`config.mk`:
```
export PLATFORM = sky130hd
export DESIGN_NAME = sync_length_frame_parser
export DESIGN_NICKNAME = d
export VERILOG_FILES = /design/src/rtl/core/slfp_pkg.sv /design/src/rtl/core/slfp_tracker.sv /design/src/rtl/core/sync_length_frame_parser.sv
export SDC_FILE = /design/constraint.sdc
export NUM_CORES = 1
export LEC_CHECK = 0
export BUFFER_PORTS_ARGS = -buffer_cell sky130_fd_sc_hd__buf_2
export CAP_MARGIN = 40
export CORE_MARGIN = 4
export CORE_UTILIZATION = 45
export DETAILED_ROUTE_END_ITERATION = 16
export PLACE_DENSITY = 0.7
export SYNTH_ARGS = -nofsm -noshare
export SYNTH_HDL_FRONTEND = slang
export SYNTH_SLANG_ARGS = --single-unit
```
`constraint.sdc`:
```
create_clock -name clk -period 3.5 [get_ports clk]
set_input_delay 0.175 -clock clk [delete_from_list [all_inputs] [get_ports clk]]
set_output_delay 0.175 -clock clk [all_outputs]
set_load 0.03 [all_outputs]
```
`src/rtl/core/slfp_pkg.sv`:
```
// Shared types and constants for the sync/length frame parser.
// No dependencies; used by slfp_tracker and sync_length_frame_parser.
`default_nettype none

package slfp_pkg;

    localparam int unsigned BYTE_W    = 8;
    localparam int unsigned AZ_W      = 32;
    localparam int unsigned AZ_BYTES  = 4;
    localparam int unsigned CFG_IDX_W = 2;

    // Register reset values
    localparam logic [BYTE_W-1:0] FIRST_SYNC_RESET  = 8'hEE;
    localparam logic [BYTE_W-1:0] SECOND_SYNC_RESET = 8'hEF;
    localparam logic [BYTE_W-1:0] END_BYTE_RESET    = 8'hFF;

    // Configuration register indexes
    typedef enum logic [CFG_IDX_W-1:0] {
        REG_FIRST_SYNC  = 2'd0,
        REG_SECOND_SYNC = 2'd1,
        REG_END_BYTE    = 2'd2
    } reg_index_t;

    // Frame tracking phases, one-hot
    typedef enum logic [6:0] {
        PH_HUNT    = 7'b0000001,
        PH_SYNC1   = 7'b0000010,
        PH_TYPE    = 7'b0000100,
        PH_LENGTH  = 7'b0001000,
        PH_PAYLOAD = 7'b0010000,
        PH_CHECK   = 7'b0100000,
        PH_END     = 7'b1000000
    } phase_t;

    // Match values for the framing bytes
    typedef struct packed {
        logic [BYTE_W-1:0] first_sync;
        logic [BYTE_W-1:0] second_sync;
        logic [BYTE_W-1:0] end_byte;
    } cfg_t;

    // One completed frame
    typedef struct packed {
        logic              azimuth_present;
        logic [AZ_W-1:0]   azimuth_bits;
        logic [BYTE_W-1:0] checksum_value;
        logic [BYTE_W-1:0] payload_length;
        logic [BYTE_W-1:0] frame_type;
    } result_t;

endpackage

`default_nettype wire

```
`src/rtl/core/slfp_tracker.sv`:
```
// Frame state tracker: follows sync, type, length, payload, checksum and end bytes.
// Depends on slfp_pkg.
`default_nettype none

module slfp_tracker
(
    input  wire                                clk,
    input  wire                                rst_n,
    input  wire                                byte_valid,
    input  wire  [slfp_pkg::BYTE_W-1:0]        rx_byte,
    input  wire  slfp_pkg::cfg_t               cfg,
    output logic                               emit,
    output slfp_pkg::result_t                  result,
    output slfp_pkg::phase_t                   phase
);

    slfp_pkg::phase_t                 phase_reg,    phase_next;
    logic [slfp_pkg::BYTE_W-1:0]      type_reg,     type_next;
    logic [slfp_pkg::BYTE_W-1:0]      length_reg,   length_next;
    logic [slfp_pkg::BYTE_W-1:0]      count_reg,    count_next;
    logic [slfp_pkg::AZ_W-1:0]        azimuth_reg,  azimuth_next;
    logic [slfp_pkg::BYTE_W-1:0]      checksum_reg, checksum_next;
    logic [slfp_pkg::BYTE_W-1:0]      count_inc;
    logic                             present;

    assign count_inc = count_reg + 8'd1;
    assign present   = (length_reg >= slfp_pkg::BYTE_W'(slfp_pkg::AZ_BYTES));

    // Next state for one accepted byte
    always_comb
    begin
        phase_next    = phase_reg;
        type_next     = type_reg;
        length_next   = length_reg;
        count_next    = count_reg;
        azimuth_next  = azimuth_reg;
        checksum_next = checksum_reg;
        emit          = 1'b0;

        if (byte_valid)
        begin
            unique case (phase_reg)
                slfp_pkg::PH_SYNC1:
                begin
                    if (rx_byte == cfg.second_sync)
                    begin
                        phase_next = slfp_pkg::PH_TYPE;
                    end
                    else
                    begin
                        phase_next    = slfp_pkg::PH_HUNT;
                        type_next     = '0;
                        length_next   = '0;
                        count_next    = '0;
                        azimuth_next  = '0;
                        checksum_next = '0;
                    end
                end
                slfp_pkg::PH_TYPE:
                begin
                    type_next  = rx_byte;
                    phase_next = slfp_pkg::PH_LENGTH;
                end
                slfp_pkg::PH_LENGTH:
                begin
                    length_next = rx_byte;
                    count_next  = '0;
                    phase_next  = (rx_byte != '0) ? slfp_pkg::PH_PAYLOAD
                                                  : slfp_pkg::PH_CHECK;
                end
                slfp_pkg::PH_PAYLOAD:
                begin
                    // Keep only the first four payload bytes, little-endian
                    if (count_reg < slfp_pkg::BYTE_W'(slfp_pkg::AZ_BYTES))
                    begin
                        case (count_reg[1:0])
                            2'd0:    azimuth_next[7:0]   = rx_byte;
                            2'd1:    azimuth_next[15:8]  = rx_byte;
                            2'd2:    azimuth_next[23:16] = rx_byte;
                            default: azimuth_next[31:24] = rx_byte;
                        endcase
                    end
                    count_next = count_inc;
                    if (count_inc >= length_reg)
                    begin
                        phase_next = slfp_pkg::PH_CHECK;
                    end
                end
                slfp_pkg::PH_CHECK:
                begin
                    checksum_next = rx_byte;
                    phase_next    = slfp_pkg::PH_END;
                end
                slfp_pkg::PH_END:
                begin
                    // Good or bad end byte, the frame state is dropped
                    emit          = (rx_byte == cfg.end_byte);
                    phase_next    = slfp_pkg::PH_HUNT;
                    type_next     = '0;
                    length_next   = '0;
                    count_next    = '0;
                    azimuth_next  = '0;
                    checksum_next = '0;
                end
                default:
                begin
                    phase_next = (rx_byte == cfg.first_sync) ? slfp_pkg::PH_SYNC1
                                                             : slfp_pkg::PH_HUNT;
                end
            endcase
        end
    end

    // Frame state registers
    always_ff @(posedge clk or negedge rst_n)
    begin
        if (!rst_n)
        begin
            phase_reg    <= slfp_pkg::PH_HUNT;
            type_reg     <= '0;
            length_reg   <= '0;
            count_reg    <= '0;
            azimuth_reg  <= '0;
            checksum_reg <= '0;
        end
        else
        begin
            phase_reg    <= phase_next;
            type_reg     <= type_next;
            length_reg   <= length_next;
            count_reg    <= count_next;
            azimuth_reg  <= azimuth_next;
            checksum_reg <= checksum_next;
        end
    end

    // Result as seen when the end byte arrives
    always_comb
    begin
        result.frame_type      = type_reg;
        result.payload_length  = length_reg;
        result.checksum_value  = checksum_reg;
        result.azimuth_bits    = present ? azimuth_reg : '0;
        result.azimuth_present = present;
    end

    assign phase = phase_reg;

endmodule

`default_nettype wire

```
`src/rtl/core/sync_length_frame_parser.sv`:
```
// Top level of the sync/length frame parser: config registers, tracker, result register.
// Depends on slfp_pkg and slfp_tracker.
//
// Channel  Dir  Signals                          Transfer
// s_*      in   s_tvalid s_tready s_tdata[7:0]   one received byte
// m_*      out  m_tvalid m_tready m_tdata m_tuser one completed frame
// cfg_*    in   cfg_valid cfg_ready cfg_index cfg_data  register write
//
// One byte per cycle while s_tready is high; each byte updates the frame state in the cycle it is taken.
// A frame result shows on m_* the cycle after its end byte is taken.
// The result register sets the stall: bytes are taken while it is empty or being read.
// Reset puts the tracker in hunt and loads the default framing bytes.
`default_nettype none

module sync_length_frame_parser
(
    input  wire                                   clk,
    input  wire                                   rst_n,
    input  wire                                   s_tvalid,
    output logic                                  s_tready,
    input  wire  [7:0]                            s_tdata,   // [7:0] rx_byte
    output logic                                  m_tvalid,
    input  wire                                   m_tready,
    // [7:0] frame_type, [15:8] payload_length, [23:16] checksum_value,
    // [55:24] azimuth_bits
    output logic [55:0]                           m_tdata,
    output logic [0:0]                            m_tuser,   // [0] azimuth_present
    input  wire                                   cfg_valid,
    output logic                                  cfg_ready,
    input  wire  [slfp_pkg::CFG_IDX_W-1:0]        cfg_index,
    input  wire  [7:0]                            cfg_data
);

    slfp_pkg::cfg_t    cfg_reg;
    slfp_pkg::result_t result;
    slfp_pkg::result_t out_reg;
    slfp_pkg::phase_t  phase;
    logic              out_valid_reg;
    logic              byte_take;
    logic              emit;

    assign cfg_ready = 1'b1;
    assign s_tready  = !out_valid_reg || m_tready;
    assign byte_take = s_tvalid && s_tready;

    // Configuration register writes
    always_ff @(posedge clk or negedge rst_n)
    begin
        if (!rst_n)
        begin
            cfg_reg.first_sync  <= slfp_pkg::FIRST_SYNC_RESET;
            cfg_reg.second_sync <= slfp_pkg::SECOND_SYNC_RESET;
            cfg_reg.end_byte    <= slfp_pkg::END_BYTE_RESET;
        end
        else if (cfg_valid && cfg_ready)
        begin
            unique case (cfg_index)
                slfp_pkg::REG_FIRST_SYNC:  cfg_reg.first_sync  <= cfg_data;
                slfp_pkg::REG_SECOND_SYNC: cfg_reg.second_sync <= cfg_data;
                slfp_pkg::REG_END_BYTE:    cfg_reg.end_byte    <= cfg_data;
                default:                   cfg_reg             <= cfg_reg;
            endcase
        end
    end

    slfp_tracker u_tracker
    (
        .clk        (clk),
        .rst_n      (rst_n),
        .byte_valid (byte_take),
        .rx_byte    (s_tdata),
        .cfg        (cfg_reg),
        .emit       (emit),
        .result     (result),
        .phase      (phase)
    );

    // Result register: load on a good end byte, clear once the transfer completes
    always_ff @(posedge clk or negedge rst_n)
    begin
        if (!rst_n)
        begin
            out_valid_reg <= 1'b0;
        end
        else if (emit)
        begin
            out_valid_reg <= 1'b1;
        end
        else if (m_tready)
        begin
            out_valid_reg <= 1'b0;
        end
    end

    always_ff @(posedge clk)
    begin
        if (emit)
        begin
            out_reg <= result;
        end
    end

    assign m_tvalid = out_valid_reg;
    assign m_tdata  = {out_reg.azimuth_bits, out_reg.checksum_value,
                       out_reg.payload_length, out_reg.frame_type};
    assign m_tuser  = out_reg.azimuth_present;

    // A finished frame always returns the tracker to hunting
    a_emit_then_hunt: assert property (@(posedge clk) disable iff (!rst_n)
        emit |=> phase == slfp_pkg::PH_HUNT)
        else $error("tracker not hunting after a frame result");

    // A result is only produced while the end byte is expected
    a_emit_in_end: assert property (@(posedge clk) disable iff (!rst_n)
        emit |-> (phase == slfp_pkg::PH_END && byte_take))
        else $error("frame result outside the end phase");

    // A short payload carries no azimuth bits
    a_short_zero: assert property (@(posedge clk) disable iff (!rst_n)
        (m_tvalid && !m_tuser[0]) |-> (m_tdata[55:24] == '0 && m_tdata[15:8] < 8'd4))
        else $error("short payload with azimuth bits set");

    // The payload phase is never entered with a zero length
    a_payload_len: assert property (@(posedge clk) disable iff (!rst_n)
        (phase == slfp_pkg::PH_PAYLOAD) |-> (result.payload_length != '0))
        else $error("payload phase entered with zero length");

endmodule

`default_nettype wire
```
### Word level (Yosys, flattened, before mapping)

Index checks and enable logic that the tools add are counted.

| cells by class | value |
|---|---|
| add/sub/neg operators | 1 |
| $lt $le $gt $ge | 3 |
| equality and inequality tests | 20 |
| muxes and demuxes | 21 |
| reduce and logical (&&, ||, !) cells | 26 |

Operators by type and width:

| kind | number |
|---|---|
| one-hot mux 32 bit (3 select lines) | 1 |
| one-hot mux 8 bit (3 select lines) | 4 |
| two-way mux 32 bit | 2 |
| one-hot mux 7 bit (6 select lines) | 1 |
| two-way mux 8 bit | 5 |
| equality test 8 bit | 3 |
| AND reduction 5 bit | 4 |
| nonzero test 3 bit | 5 |
| AND reduction 3 bit | 4 |
| != test 2 bit, second input constant | 5 |
| adder 8 x 1 -> 8 bit, second input constant | 1 |
| greater-or-equal comparator 8 x 3 -> 1 bit, second input constant | 1 |
| greater-or-equal comparator 8 bit | 1 |
| less-than comparator 8 x 3 -> 1 bit, second input constant | 1 |
| AND reduction 2 bit | 4 |
| nonzero test 8 bit | 1 |
| equality test 7 x 2 -> 1 bit, second input constant | 1 |
| equality test 7 x 3 -> 1 bit, second input constant | 1 |
| equality test 7 x 4 -> 1 bit, second input constant | 1 |
| equality test 7 x 5 -> 1 bit, second input constant | 1 |
| equality test 7 x 6 -> 1 bit, second input constant | 1 |
| equality test 7 bit, second input constant | 1 |
| two-way mux 7 bit | 1 |
| two-way mux 6 bit | 1 |
| 13 further kinds | 20 |

| word-level totals | value |
|---|---|
| flip-flop bits (word level) | 153 |
| output and inout bits | 60 |
| word-level logic and storage cells | 89 |

### Longest topological paths before layout

| logic depth | value |
|---|---|
| depth in word-level cells | 5 |
| depth in mapped cells | 11 |
| depth with buffers taken out | 10 |

### By module

A second synthesis with hierarchy kept.

| second synthesis, totals | value |
|---|---|
| cell total of the unflattened synthesis | 459 |
| area total of the unflattened synthesis | 6556.3 um^2 |

By module, submodules not included:

| module | instances | cells an instance | area each (um^2) | sequential area each (um^2) |
|---|---|---|---|---|
| slfp_tracker | 1 | 345 | 3851.2 | 1778.0 |
| sync_length_frame_parser | 1 | 114 | 2705.1 | 2363.5 |

### Worst setup path before layout

Ideal clock, no wire load.

| timing | value |
|---|---|
| path kind | register -> register |
| start | reg out_valid_reg (netlist: m_tvalid) |
| end | reg out_reg, in the netlist m_tdata[0] (enable) |
| data arrival time | 2441 ps |
| slack | 647 ps |
| cell stages (with the launch flop) | 6 |
| buffers on the path | 0 |
| clock period less this slack | 2853 ps |
| path through | dfrtp_1 > nand2b_1 > nand2_1 > nor4_1 > nand4_1 > inv_1 |

| on the way | value |
|---|---|
| cells in the longest elaborated chain, start to end | 4 |

Ends and longest elaborated chain:

| element | RTL line | source |
|---|---|---|
| start: declaration | sync_length_frame_parser.sv:38 | `logic out_valid_reg;` |
| start signal: assignment | sync_length_frame_parser.sv:83 | `out_valid_reg <= 1'b0;` |
| start signal: assignment | sync_length_frame_parser.sv:87 | `out_valid_reg <= 1'b1;` |
| start signal: assignment | sync_length_frame_parser.sv:91 | `out_valid_reg <= 1'b0;` |
| logical NOT 1 bit | sync_length_frame_parser.sv:43 | `assign s_tready = !out_valid_reg \|\| m_tready;` |
| logical OR 1 bit | sync_length_frame_parser.sv:43 |  |
| named net s_tready | sync_length_frame_parser.sv:20 | `output logic s_tready,` |
| logical AND 1 bit | sync_length_frame_parser.sv:44 | `assign byte_take = s_tvalid && s_tready;` |
| two-way mux 1 bit | slfp_tracker.sv:40 | `if (byte_valid)` |
| named net emit | sync_length_frame_parser.sv:40 | `logic emit;` |
| end signal: assignment | sync_length_frame_parser.sv:99 | `out_reg <= result;` |
| end: declaration | sync_length_frame_parser.sv:36 | `slfp_pkg::result_t out_reg;` |

The timed path passes the listed nets, and every way through them passes these cells.
A chain may end at the register's enable or synchronous reset.

### Worst setup path in the final report

| timing | value |
|---|---|
| start | reg u_tracker.count_reg[0] in the netlist's numbering |
| end | reg u_tracker.phase_reg[2] (netlist: u_tracker.phase[2]) |

| on the way | value |
|---|---|
| cells in the longest elaborated chain, start to end | 4 |

Ends and longest elaborated chain:

| element | RTL line | source |
|---|---|---|
| start: declaration | slfp_tracker.sv:20 | `logic [slfp_pkg::BYTE_W-1:0] count_reg, count_next;` |
| start signal: assignment | slfp_tracker.sv:131 | `count_reg <= count_next;` |
| adder 8 x 1 -> 8 bit | slfp_tracker.sv:26 | `assign count_inc = count_reg + 8'd1;` |
| greater-or-equal comparator 8 bit | slfp_tracker.sv:84 | `if (count_inc >= length_reg)` |
| != test 2 x 1 -> 1 bit (no source line) | - |  |
| AND reduction 2 bit (no source line) | - |  |
| end signal: assignment | slfp_tracker.sv:119 | `phase_reg <= slfp_pkg::PH_HUNT;` |
| end signal: assignment | slfp_tracker.sv:128 | `phase_reg <= phase_next;` |
| end: declaration | slfp_tracker.sv:17 | `slfp_pkg::phase_t phase_reg, phase_next;` |

Every way passes these cells.

==> metrics.md <==
| Metric | Value |
|---|---|
| DR iter-0 viols | `225` |
| Core area | `14600 um2` |
| Reg-to-Reg Start | `u_tracker.count_reg[0]` |
| Crit path depth | `10` |
| Average cell area after synthesis | `around 14 um2` |
| Die Height | `130 um` |
| Worst Hold Class | `input port to register` |
| Seq/Total Area, Yosys | `61.4%` |
| I/O pin count | `83` |
| Via density | `5.37` |
| Setup TNS | `0 ns` |
| Number of synthesized flops with an enable pin | `57` |
| Crit path max-delay family | `adder cells` |
| I/O Buffers | `81` |
| Post-Syn Area | `just under 7000 um2` |
| Synthesized instance count | `480` |
| Overflow after GRT | `0` |
| Synth top area share | `27.5%` |
| Setup Viol. Count Final | `0` |
| CTS tree | `built` |
| Netlist cell types | `51` |
| CP max stage cell | `dfrtp_1` |
| Final Core Density | `54.3%` |
| Initial antenna violation count | `0` |
| Mapped Nets | `515` |
| Total CTS buffers | `17` |
| Max_slew headroom | `50.2%` |
| Post-Route WL | `approximately 14 mm` |
| Ys flop type | `dfrtp_1` |
| Crit-path cells | `ha_1, nand3_1, nor2_1, xor2_1, ha_1, a21oi_1, o31ai_1, a211oi_2, nand2b_1, mux2_2` |
| Clock Tree Buf Depth | `2` |
| Vias | `4101` |
| Max FO, Critical Path | `8` |
| CP most frequent cell | `ha_1` |
| MaxCap Viol Count | `0` |
| All-Layer GR Usage | `16.9%` |
| Ant diodes | `0` |
| Worst R2R End | `u_tracker.phase[2]` |
| Worst reg-to-reg setup slack | `a little under 0.5 ns` |
| Root buffer cell | `clkbuf_16` |
| Top post-synthesis cells by count | `dfrtp_1, edfxtp_1, mux2_2` |
| WHS | `0.0294 ns` |
| YS warnings | `0` |
| CTS resizes | `0` |
| Largest register FFs | `56` |
| Drt pass-1 iters | `4` |
| Final nets | `601` |
| Max-slew violation count | `0` |
| Worst setup startpoint | `u_tracker.count_reg[0]` |
| Row cnt | `between 40 and 50` |
| Most common cell in the synthesized netlist | `dfrtp_1` |
| Worst slew pin tran | `0.747 ns` |
| Htree depth | `4` |
| Status | `finished clean` |
| Crit end category | `register` |
| Final Critical Period | `around 3 ns` |
| Detailed-placement wirelength estimate | `9.55 mm` |
| Leading area contributor after synthesis | `dfrtp_1` |
| Top post-synthesis cells by area | `dfrtp_1, edfxtp_1, dfstp_2` |
| Final setup skew | `0.0135 ns` |
| Unrepaired setup endpoints after global routing | `false` |
| Clock insertion delay at the later pin of the skew report | `0.42 ns` |
| Critical Path Sink | `u_tracker.phase[2]` |
| Async S/R FF share, synth | `62.7%` |
| Place WS | `~0.53 ns` |
| WL per Instance | `17.8 um` |
| DRC | `0` |
| Fmax | `~330 MHz` |
| Leakage | `between 3 and 4 nW` |
| Post-DRT Antenna Nets | `0` |
| Power Total | `4.05 mW` |
| Worst Path Arrival | `3.31 ns` |
| Number of synthesized register bits | `~150` |
| Buffers & Inverters on Critical Path | `0` |
| Synth-to-Final Area Change | `17.5%` |
| Vias in the first global route | `4122` |
| Critical path required time | `3.80 ns` |
| GP Congestion | `between 0.8 and 0.9` |
| Die area | `17000 um2` |
| Die width | `130 um` |
| Worst path max stage delay | `0.47 ns` |
| Worst setup margin | `about 0.49 ns` |
| Worst R2R Path Depth | `10` |
| Layout cells sized above 1 | `35.9%` |
| Peak VDD IR | `0.320 mV` |
| CTS clk-pin slew, worst paths | `0.06 ns` |
| Critical Path Source Type | `register` |
| Initial Util | `46.2%` |
| Hold Fails Final Rpt | `0` |
| Power density cells | `between 500 and 600 nW/um2` |
| Fin crit share | `a little under nine tenths` |
| First-pass GRT wire length | `22.1 mm` |
| Crit Path Category | `register to register` |
| # clock sinks | `between 150 and 200` |
| Largest net degree at the start of global routing | `62` |
==> worst min path at each step <==
stage                   to        start  slack [ns]  cells after the start
2_1_floorplan  cfg_reg[12]        rst_n       -0.12                      0
3_3_place_gp      m_tvalid        rst_n        0.29                      1
3_5_place_dp      m_tvalid        rst_n        0.30                      1
4_1_cts        cfg_reg[22]  cfg_data[6]       0.005                      2
5_1_grt         cfg_reg[6]  cfg_data[6]        0.01                      2
6_report       cfg_reg[22]  cfg_data[6]        0.03                      2
==> logic make-up (layout without fill, tap and decap cells) <==
family / count (synthesis) / in the layout / share of synthesized area [%]
xor+xnor: 35 / 35 / 4.55
buf+inv: 35 / 134 / 2.62
mux: 60 / 60 / 10.5
other cells: 1 / 1 / 0.0556
compound gates: 69 / 69 / 8.50
simple gates: 115 / 115 / 10.2
fa+ha+maj: 12 / 12 / 2.23
flops: 153 / 153 / 61.4
==> layout make-up <==
class                      instances  area (um2)
timing repair buffer              91         500
fill                            1152        6660
clock inverter                    12         150
multi-input combinational        292        2420
inverter                          11        41.3
clock buffer                      20         437
tap                              184         230
sequential                       153        4140
==> power by group <==
part	switching, mW	total, mW	internal (mW)
clock network	0.693	1.81	1.12
logic	0.120	0.235	0.114
registers	0.0507	2.01	1.96
total	0.864	4.05	3.19
==> through the flow <==
stage / cell area, um2 / std cells
6_report: 7930 / 763
5_1_grt: 7930 / 763
4_1_cts: 7930 / 763
3_5_place_dp: 7300 / 727
3_3_place_gp: 7280 / 725
2_1_floorplan: 6740 / 480
==> worst reg2reg max path, delay by kind of cell (launching register included) <==
kind,cells,cell delay [ns]
adders and majority gates,2,0.63
DFF,1,0.47
and+or+nand+nor,3,0.62
AOI/OAI and AO/OA,3,0.55
xor gates and xnor gates,1,0.23
muxes,1,0.38
==> routing by layer <==
| metal | part of all wire (%) | GRT usage (%) |
|---|---|---|
| met3 | 6.4 | 4.55 |
| met2 | 51 | 27.3 |
| met5 | 0 | 0 |
| met4 | 0.87 | 6.05 |
| met1 | 42 | 22.1 |
==> layout by cell type (no fill, tap or decap), types with 6 or more instances in the layout <==
cell type	Yosys	layout
mux2_2	49	49
nand3_1	7	7
edfxtp_1	57	57
mux2_4	8	8
clkbuf_16	0	17
nor4_1	10	10
xor2_1	22	22
dfstp_2	22	22
nand2_1	12	12
and2_1	43	43
nor3_1	6	6
ha_1	12	12
buf_4	9	6
inv_1	11	10
nand2b_1	6	6
o21ai_0	19	19
a22o_1	29	29
dfrtp_1	74	74
buf_2	3	80
xnor2_1	13	13
nor2_1	12	12
==> what timing repair did <==
action | 4_1_cts | 5_1_grt
hold buffers | 4 | 0
setup endpoints to repair | 0 | 0
endpoints found under the hold margin | 42 | 0
buffers inserted | 0 | 0
No activity file was read; power rests on OpenSTA's default activity.
